File: src/ttb_pkg.sv
// Types and constants shared by the tangent basis block.
package ttb_pkg;

  localparam int IDX_W   = 10;
  localparam int DATA_W  = 32;
  localparam int QW      = 32;
  localparam int Q_DEPTH = 2;
  localparam int Q_PTR_W = $clog2(Q_DEPTH);

  localparam logic OP_WRITE = 1'b0;
  localparam logic OP_TRI   = 1'b1;

  localparam logic signed [DATA_W-1:0] SAT_MAX = 32'sh7fffffff;
  localparam logic signed [DATA_W-1:0] SAT_MIN = 32'sh80000000;

  typedef struct packed {
    logic                     op;
    logic [IDX_W-1:0]         vertex_index;
    logic signed [DATA_W-1:0] pos_x;
    logic signed [DATA_W-1:0] pos_y;
    logic signed [DATA_W-1:0] pos_z;
    logic signed [DATA_W-1:0] tex_u;
    logic signed [DATA_W-1:0] tex_v;
    logic [IDX_W-1:0]         corner_a;
    logic [IDX_W-1:0]         corner_b;
    logic [IDX_W-1:0]         corner_c;
  } ttb_item_t;

  typedef struct packed {
    logic signed [DATA_W-1:0] tangent_x;
    logic signed [DATA_W-1:0] tangent_y;
    logic signed [DATA_W-1:0] tangent_z;
    logic signed [DATA_W-1:0] bitangent_x;
    logic signed [DATA_W-1:0] bitangent_y;
    logic signed [DATA_W-1:0] bitangent_z;
    logic                     degenerate;
    logic                     clipped;
  } ttb_result_t;

  typedef enum logic {
    KIND_WRITE,
    KIND_TRI
  } ttb_kind_e;

  typedef struct packed {
    ttb_kind_e kind;
    ttb_item_t item;
  } ttb_entry_t;

  typedef struct packed {
    logic       valid;
    ttb_entry_t entry;
  } ttb_push_t;

  typedef struct packed {
    logic full;
    logic empty;
  } ttb_qstat_t;

  typedef enum logic [3:0] {
    ST_IDLE,
    ST_READ,
    ST_DELTA,
    ST_MUL,
    ST_ABS,
    ST_LIM,
    ST_LOAD,
    ST_DIV,
    ST_FIN
  } ttb_state_e;

endpackage

File: src/ttb_queue.sv
// Short queue of tagged items between the front end and the back end.
module ttb_queue (
  input  logic                clk_i,
  input  logic                rst_ni,
  input  ttb_pkg::ttb_push_t  push_i,
  input  logic                pop_i,
  output ttb_pkg::ttb_entry_t head_o,
  output ttb_pkg::ttb_qstat_t qstat_o
);
  import ttb_pkg::*;

  ttb_entry_t           slot_q [Q_DEPTH];
  logic [Q_PTR_W-1:0]   wr_ptr_q, wr_ptr_d;
  logic [Q_PTR_W-1:0]   rd_ptr_q, rd_ptr_d;
  logic [Q_PTR_W:0]     count_q, count_d;

  assign head_o        = slot_q[rd_ptr_q];
  assign qstat_o.full  = count_q == (Q_PTR_W + 1)'(Q_DEPTH);
  assign qstat_o.empty = count_q == '0;

  always_comb begin
    wr_ptr_d = push_i.valid ? wr_ptr_q + 1'b1 : wr_ptr_q;
    rd_ptr_d = pop_i ? rd_ptr_q + 1'b1 : rd_ptr_q;
    count_d  = count_q + (Q_PTR_W + 1)'(push_i.valid) - (Q_PTR_W + 1)'(pop_i);
  end

  always_ff @(posedge clk_i or negedge rst_ni) begin
    if (!rst_ni) begin
      wr_ptr_q <= '0;
      rd_ptr_q <= '0;
      count_q  <= '0;
    end else begin
      wr_ptr_q <= wr_ptr_d;
      rd_ptr_q <= rd_ptr_d;
      count_q  <= count_d;
    end
  end

  always_ff @(posedge clk_i) begin
    if (push_i.valid) begin
      slot_q[wr_ptr_q] <= push_i.entry;
    end
  end

endmodule

File: config.mk
export PLATFORM = sky130hd
export DESIGN_NAME = ttb_queue
export DESIGN_NICKNAME = d
export VERILOG_FILES = /design/src/ttb_pkg.sv /design/src/ttb_queue.sv
export SDC_FILE = /design/constraint.sdc
export NUM_CORES = 1
export LEC_CHECK = 0
export BUFFER_PORTS_ARGS = -buffer_cell sky130_fd_sc_hd__buf_2
export CAP_MARGIN = 10
export CORE_MARGIN = 8
export CORE_UTILIZATION = 57
export DETAILED_ROUTE_END_ITERATION = 7
export PLACE_DENSITY = 0.91
export SYNTH_ARGS = -nofsm -noshare
export SYNTH_HDL_FRONTEND = slang
export SYNTH_SLANG_ARGS = --single-unit
File: constraint.sdc
create_clock -name clk_i -period 18.6 [get_ports clk_i]
set_input_delay 4.65 -clock clk_i [delete_from_list [all_inputs] [get_ports clk_i]]
set_output_delay 4.65 -clock clk_i [all_outputs]
set_load 0.02 [all_outputs]
# After elaboration in Yosys (flattened, before gate mapping)
# Memories as Yosys holds them, arrays and structs flattened.
# Cells that the tools add are included.
[totals]
rom_bits = 0
memories = 1
in_bits = 206
output_inout_bits = 204
latch_bits = 0
ramBits = 404
regBits = 4
word_cells = 12
[memory_table]
columns = ["name", "depth", "word_bits", "read_ports", "rd_ports_with_merged_regs", "write_ports", "line", "source"]
rows = [
  ["slot_q", 2, 202, 1, 0, 1, "ttb_queue.sv:12", "ttb_entry_t slot_q [Q_DEPTH];"],
]
[op_classes]
addsub = 4
n_lt_le_gt_ge = 0
bitwise = 0
div_mod_pow = 0
eq_ne = 1
n_mul = 0
n_mux = 2
shift = 0
reduce_logical = 1
[ops]
columns = ["cell", "count"]
rows = [
  ["adder 1 bit (second input constant)", 2],
  ["adder 2 x 1 -> 2 bit", 1],
  ["== test 2 bit (second input constant)", 1],
  ["logical NOT 2 bit", 1],
  ["2-to-1 mux 1 bit", 2],
  ["subtractor 2 x 1 -> 2 bit", 1],
]

# Depth between registers and ports, before layout
# Gate-level depths: netlist of run 1.
[depth]
ltp_word = 2
depth_mapped = 5

# Worst setup path after synthesis of run 1
# Ideal clock, no wire load.
[synth_path]
kind = "input port to flip-flop"
start = "in push_i[202] in the netlist's numbering"
end = "mem slot_q[0][0] in the netlist's numbering (enable)"
arrival_time_ps = 13359
path_stages = 1
setup_ps = 792
required_time_ps = 17808
slack_ps = 4449
path_cell_list = "nor2b_1"
[synth_via]
elab_chain_len = 2
[synth_rtl]
columns = ["item", "line", "source"]
rows = [
  ["start: declaration", "ttb_queue.sv:5", "input ttb_pkg::ttb_push_t push_i,"],
  ["2-to-1 mux 1 bit", "ttb_queue.sv:40", "if (push_i.valid) begin"],
  ["2-to-1 mux 1 bit (not written as such)", "ttb_queue.sv:41", "slot_q[wr_ptr_q] <= push_i.entry;"],
  ["end: declaration", "ttb_queue.sv:12", ""],
]
# Every way passes these cells.

==> metrics.log, run 1 <==
INFO  metric post-synth-top-count-cell = sky130_fd_sc_hd__edfxtp_1
INFO  metric ys_types = 14
INFO  metric synth-edff-count = 404
INFO  metric finish.net_count = 1289
INFO  metric setup-tns-final = 0 ns
INFO  metric maxClockFrequency = 0.130 GHz
INFO  metric synthesized_netlist_net_count = 852
INFO  metric io-pin-count = 410
INFO  metric syn2layout_area_growth = 22.6%
INFO  metric antenna_left = 0
INFO  metric synth_area_per_cell = 24.0 µm²
INFO  metric setup_viol = 0
INFO  metric endpoint = head_o[191]
INFO  metric rsz0062_at_grt = false
INFO  metric antenna_found_initial = 17
INFO  metric timing.critical_path.to_type = primary output
INFO  metric min_path_type = flop to flop
INFO  metric outcome = finished clean
INFO  metric dr.pass1.iters = 4
INFO  metric drc_errors_left = 0
INFO  metric regToRegStartpoint = wr_ptr_q
INFO  metric setup.worst_path.start_class = flop
INFO  metric post_layout_cell_count = 1460
INFO  metric async_flop_share = less than 1%
INFO  metric r2r_slack = about 16 ns
INFO  metric hp-start = wr_ptr_q
INFO  metric final_period_minus_worst_setup_slack = 7.68 ns
INFO  metric yosysSeqAreaShare = 79.0%
INFO  metric powerDensity = 162 nW/µm²
INFO  metric vias = 7710
INFO  metric worstRegToRegCells = 3
INFO  metric max-clock-path-buffers = 3
INFO  metric postCtsHoldBufs = 0
INFO  metric globalRouteTotalUtil = 20.1%
INFO  metric hold_violations = 0
INFO  metric slew_headroom = 26.5%
INFO  metric tritoncts = done
INFO  metric regToRegEndpoint = slot_q[0][187]
INFO  metric worst-path-max-fanout = 62
INFO  metric place_congestion = 0.772
INFO  metric htreeDepth = 2
INFO  metric post_synth_instance_area = 15500 µm²
INFO  metric category_of_the_critical_setup_timing_path = flop to primary output
INFO  metric synth_top_cell_area_share = 78.3%
INFO  metric drt_iter0_drc = 521
INFO  metric timing.final.crit_share = 41.3%
INFO  metric die-height = between 150 and 200 µm
INFO  metric placement_rows = 60
INFO  metric cts.reportedPaths.clkPinSlew = 0.06 ns
INFO  metric insertion_delay = 0.52 ns
INFO  metric clock-sinks = 408
INFO  metric cts_setup_buffers = 0
INFO  metric dpl.hpwl = approximately 24000 µm
INFO  metric worst-slew-pin-transition = 1.10 ns
INFO  metric number_of_global_route_vias_before_repair = 8355
INFO  metric viasPerCell = 5.28
INFO  metric endpoint_required_time_on_the_critical_path = 13.95 ns
INFO  metric effective_utilization_at_floorplan = slightly below 60%
INFO  metric dominant_register_cell_in_the_synthesized_netlist = sky130_fd_sc_hd__edfxtp_1
INFO  metric maximum_ir_drop_on_the_vdd_rail = approximately 0.00010 V
INFO  metric power.static_leakage = 0.00764 µW
INFO  metric detailed_route_wire_length = 34500 µm
INFO  metric portBuffers = about 410
INFO  metric routed_wire_length_per_instance = 23.7 µm
INFO  metric cts_made_buffers = 41
INFO  metric grt_start_max_net_pins = 83
INFO  metric max_cap_violations = 0
INFO  metric synthesis.instances = 644
INFO  metric synth_top_cell_by_area = sky130_fd_sc_hd__edfxtp_1
INFO  metric core_region_area = around 27000 µm²
INFO  metric place.detailed.instances = 1379
INFO  metric grt_first_pass_wirelength = 50000 µm
INFO  metric worst_ep_arrival_time = 3.03 ns
INFO  metric cts.repair.resized = 0
INFO  metric synthesis.yosys.warnings = 0
INFO  metric synth_common_cells = sky130_fd_sc_hd__edfxtp_1 (404), sky130_fd_sc_hd__mux2_4 (170), sky130_fd_sc_hd__mux2_2 (32)
INFO  metric die_extent_in_x = between 150 and 200 µm
INFO  metric post_synth_main_area_contributors = sky130_fd_sc_hd__edfxtp_1 (78%), sky130_fd_sc_hd__mux2_4 (16%), sky130_fd_sc_hd__mux2_2 (2.3%)
INFO  metric clock_skew = 0.00994 ns
INFO  metric final_layout_size_suffix_gt1_share = between 60% and 70%
INFO  metric fill_cells = 1595
INFO  metric dieArea = 32700 µm²
INFO  metric timing_max_transition_violations_final = 0
INFO  metric clock_root_cell = sky130_fd_sc_hd__clkbuf_16
INFO  metric grt_residual_overflow = 0
INFO  metric cp-startpoint = rd_ptr_q
INFO  metric number_of_synthesized_register_bits = 408
worst max-delay path, stage by stage (launching register included):
cell                      delay, ns
sky130_fd_sc_hd__dfrtp_4       0.97
sky130_fd_sc_hd__buf_4         0.86
sky130_fd_sc_hd__mux2_2        0.42
sky130_fd_sc_hd__buf_2         0.16
layout make-up:
type	count	area, µm²	area share (%)
clock buffer	49	1060	5.56
multi-input combinational	211	3010	15.9
sequential	408	12200	64.4
inverter	2	7.51	0.0395
clock inverter	19	111	0.586
tap	341	427	2.25
antenna	13	32.5	0.171
timing repair buffer	417	2110	11.1
how the worst min path moves through the flow:
stage	end	cells after the start
after floorplan	wr_ptr_q	1
after detailed placement	wr_ptr_q	1
after global routing	wr_ptr_q	1
after global placement	wr_ptr_q	1
after CTS	wr_ptr_q	1
final	wr_ptr_q	1
cells by family after synthesis:
| logic type | share of synthesized area [%] |
|---|---|
| flops | 79.0 |
| mux | 18.8 |
| buf+inv | 1.62 |
| simple gates | 0.145 |
| xor+xnor | 0.267 |
| fa+ha+maj | 0.162 |
through the flow:
stage	util (%)	hold WS, ns	worst slack, ns	area, µm²	power, µW
final	70.8	0.556	10.92	19000	3080
after global routing	70.8	0.576	10.76	19000	3200
after CTS	70.7	0.556	10.88	19000	3110
after detailed placement	66.4	0.543	11.44	17800	2380
after global placement	66.4	0.530	11.47	17800	2350
after floorplan	-	0.455	4.45	15500	2130
layout by cell type, fill, tap and decap left out, types with 2 or more instances in the layout:
| cell type | instances |
|---|---|
| sky130_fd_sc_hd__buf_2 | 409 |
| sky130_fd_sc_hd__buf_4 | 8 |
| sky130_fd_sc_hd__clkbuf_1 | 8 |
| sky130_fd_sc_hd__clkbuf_16 | 41 |
| sky130_fd_sc_hd__clkinv_1 | 14 |
| sky130_fd_sc_hd__clkinvlp_4 | 2 |
| sky130_fd_sc_hd__dfrtp_1 | 3 |
| sky130_fd_sc_hd__diode_2 | 13 |
| sky130_fd_sc_hd__edfxtp_1 | 404 |
| sky130_fd_sc_hd__ha_1 | 2 |
| sky130_fd_sc_hd__inv_1 | 2 |
| sky130_fd_sc_hd__mux2_2 | 32 |
| sky130_fd_sc_hd__mux2_4 | 170 |
| sky130_fd_sc_hd__xor2_1 | 2 |
flip-flops by register name (all words and copies together) (netlist names):
| signal | cells |
|---|---|
| count_q | 2 |
| slot_q | 404 |
| wr_ptr_q | 1 |
| rd_ptr_q | 1 |
power by group:
part           switching [µW]  internal (µW)  total [µW]
clock                     312            415         727
sequential               75.1           1220        1300
combinational             599            456        1060
total                     987           2090        3080
per-layer routing:
layer | wire [µm] | global-route usage [%] | vias up
li1 | - | - | 3451
met1 | 11800 | 21.0 | 3815
met2 | 18200 | 35.6 | 365
met3 | 3430 | 7.92 | 71
met4 | 986 | 8.56 | 8
met5 | 50 | 0 | -
Power figures use the tool's default switching activity.
==> inputs of run 2 (changes only) <==
CORE_UTILIZATION = 53   (was 57)
PLACE_DENSITY = 0.86   (was 0.91)
clock period = 7.6 ns   (was 18.6 ns; I/O delays follow)
==> run 2 against run 1 <==
Against the previous run: die area grew 6.9%; final area grew 0.61%; clock power grew to 2.5 times the previous value; flip-flop and latch count is the same; first-iteration DRC count shrank 12%; worst setup slack lost 7.9 ns; sequential share of layout area shrank 0.39 points; critical path depth is the same; critical endpoint is now head_o[112]; largest cell class unchanged; largest power group unchanged; highest routed layer unchanged.
==> metrics.log, run 2 (same netlist as run 1, synthesis figures left out) <==
INFO  metric outcome = finished clean (unchanged)
INFO  metric busiest_layer = met2 (unchanged)
INFO  metric cts_setup_buffers = 0 (unchanged)
INFO  metric grt_first_pass_wirelength = 49800 µm (was 50000 µm)
INFO  metric regToRegEndpoint = slot_q[1][137] (was slot_q[0][187])
INFO  metric worst_slack = 3.07 ns (was 10.92 ns)
INFO  metric finish.net_count = 1287 (was 1289)
INFO  metric htreeDepth = 2 (unchanged)
INFO  metric r2r_slack = 5.31 ns (was 16.04 ns)
INFO  metric globalRouteMet3Util = 7.42% (was 7.92%)
INFO  metric postCtsHoldBufs = 0 (unchanged)
INFO  metric syn2layout_area_growth = 23.4% (was 22.6%)
INFO  metric hold_slack = 0.552 ns (was 0.556 ns)
INFO  metric timing.critical_path.to_type = primary output (unchanged)
INFO  metric power.static_leakage = 0.00767 µW (was 0.00764 µW)
INFO  metric timing.final.crit_share = 59.6%
INFO  metric setup.worst_path.start_class = flop (unchanged)
INFO  metric final_layout_size_suffix_gt1_share = 60.8% (was 60.4%)
INFO  metric grt_start_max_net_pins = 147 (was 83)
INFO  metric setup_viol = 0 (unchanged)
INFO  metric viasPerCell = 5.15 (was 5.28)
INFO  metric design_area_final = 19100 µm² (was 19000 µm²)
INFO  metric layout.cells.most_common = sky130_fd_sc_hd__buf_2 (unchanged)
INFO  metric placed_area = 17900 µm² (was 17800 µm²)
INFO  metric drt_iter0_drc = 461 (was 521)
INFO  metric worst_ep_arrival_time = 2.63 ns (was 3.03 ns)
INFO  metric effective_utilization_at_floorplan = 53.9% (was 57.8%)
INFO  metric min_delay_worst_endpoint = wr_ptr_q (unchanged)
INFO  metric placement_rows = 62 (was 60)
INFO  metric clock_root_cell = sky130_fd_sc_hd__clkbuf_16 (unchanged)
INFO  metric largest_reg_flops = 404 (unchanged)
INFO  metric worstRegToRegCells = 2 (was 3)
INFO  metric die-height = 187 µm (was 181 µm)
INFO  metric vias = 7727 (was 7710)
INFO  metric post_layout_cell_count = 1499 (was 1460)
INFO  metric clock_skew = 0.00971 ns (was 0.00994 ns)
INFO  metric place_congestion = 0.782 (was 0.772)
INFO  metric number_of_global_route_vias_before_repair = 8295 (was 8355)
INFO  metric grt_residual_overflow = 0 (unchanged)
INFO  metric worst-slew-pin-transition = 1.14 ns (was 1.10 ns)
INFO  metric antenna_left = 0 (unchanged)
INFO  metric cts.reportedPaths.clkPinSlew = 0.06 ns (about the same)
INFO  metric worst-path-max-fanout = 131 (was 62)
INFO  metric drc_errors_left = 0 (unchanged)
INFO  metric final_period_minus_worst_setup_slack = about 4.5 ns
INFO  metric rsz0062_at_grt = false (unchanged)
INFO  metric cts.repair.resized = 0 (unchanged)
INFO  metric portBuffers = 409 (unchanged)
INFO  metric antenna_found_initial = 15 (was 17)
INFO  metric place.detailed.instances = 1420 (was 1379)
INFO  metric hold_violations = 0 (unchanged)
INFO  metric clock-sinks = 408 (unchanged)
INFO  metric min_path_type = flop to flop (unchanged)
INFO  metric die_extent_in_x = 187 µm (was 181 µm)
INFO  metric layout_common_cells = sky130_fd_sc_hd__buf_2 (409), sky130_fd_sc_hd__edfxtp_1 (404), sky130_fd_sc_hd__mux2_4 (170) (unchanged)
INFO  metric globalRouteTotalUtil = 18.7% (was 20.1%)
INFO  metric biggestRegsByFlops = slot_q x404, count_q x2 (unchanged)
INFO  metric preCtsSetupSlack = 3.64 ns (was 11.44 ns)
INFO  metric category_of_the_critical_setup_timing_path = flop to primary output (unchanged)
INFO  metric dpl.hpwl = 23500 µm (was 23600 µm)
INFO  metric detailed_route_wire_length = 34000 µm (was 34500 µm)
INFO  metric dr.pass1.iters = 4 (unchanged)
INFO  metric dieArea = 34900 µm² (was 32700 µm²)
INFO  metric insertion_delay = 0.51 ns (was 0.52 ns)
INFO  metric io-pin-count = 410 (unchanged)
INFO  metric routed_wire_length_per_instance = 22.7 µm (was 23.7 µm)
INFO  metric cts_made_buffers = 41 (unchanged)
INFO  metric slew_headroom = 23.7% (was 26.5%)
INFO  metric max-clock-path-buffers = 3 (unchanged)
INFO  metric max_cap_violations = 0 (unchanged)
INFO  metric maximum_ir_drop_on_the_vdd_rail = 0.000338 V (was 0.000104 V)
INFO  metric largest_register = slot_q (unchanged)
INFO  metric tritoncts = done (unchanged)
INFO  metric fill_cells = 1869 (was 1595)
INFO  metric powerDensity = 398 nW/µm² (was 162 nW/µm²)
INFO  metric core_region_area = 28700 µm² (was 26800 µm²)
INFO  metric maxClockFrequency = ~0.22 GHz
INFO  metric hp-start = wr_ptr_q (unchanged)
INFO  metric endpoint_required_time_on_the_critical_path = 5.70 ns (was 13.95 ns)
INFO  metric regToRegStartpoint = wr_ptr_q (unchanged)
INFO  metric use_met2 = 32.1% (was 35.6%)
INFO  metric timing_max_transition_violations_final = 0 (unchanged)
INFO  metric gr-usage-met1 = 20.3% (was 21.0%)
INFO  metric hold-path-cell-count = 1 (unchanged)
INFO  metric setup-tns-final = 0 ns (unchanged)
run 2: how the worst max path moves through the flow:
stage,from,to,slack [ns]
2_1_floorplan,push_i[202],slot_q[0][0],0.0006
3_3_place_gp,rd_ptr_q,head_o[60],3.64
3_5_place_dp,push_i[202],slot_q[0][154],3.64
4_1_cts,rd_ptr_q,head_o[111],3.11
5_1_grt,rd_ptr_q,head_o[110],3.01
6_report,rd_ptr_q,head_o[112],3.07
run 2: stage by stage:
stage	power (µW)	util, %
global placement	5770	62.2
global route	7900	66.6
floorplan	5180	-
detailed placement	5830	62.2
finish	7610	66.6
CTS	7690	66.5
run 2: critical path, stage by stage (launching register included):
cell,delay [ns]
sky130_fd_sc_hd__dfrtp_4,0.64
sky130_fd_sc_hd__buf_12,0.64
sky130_fd_sc_hd__mux2_4,0.36
sky130_fd_sc_hd__buf_2,0.16
run 2: layout make-up:
| class | instances | area, µm² | share of cell area, % |
|---|---|---|---|
| inverters | 2 | 7.51 | 0.0393 |
| multi-input cells | 211 | 3010 | 15.8 |
| diodes | 10 | 25.0 | 0.131 |
| clock buffers | 53 | 1110 | 5.83 |
| well taps | 384 | 480 | 2.51 |
| repair buffers | 415 | 2120 | 11.1 |
| flip-flops and latches | 408 | 12200 | 64.0 |
| clock inverters | 16 | 114 | 0.596 |
run 2: routing by layer:
metal / vias to the layer above / wire length (µm)
li1: 3459 / -
met1: 3794 / 12100
met2: 387 / 17300
met3: 77 / 3390
met4: 10 / 1120
met5: - / 69
run 2: where the power goes:
part	total, µW	leakage (µW)	internal, µW	switching, µW
clock network	1840	0.000596	1070	774
registers	3130	0.00384	2990	137
logic	2640	0.00324	1130	1510
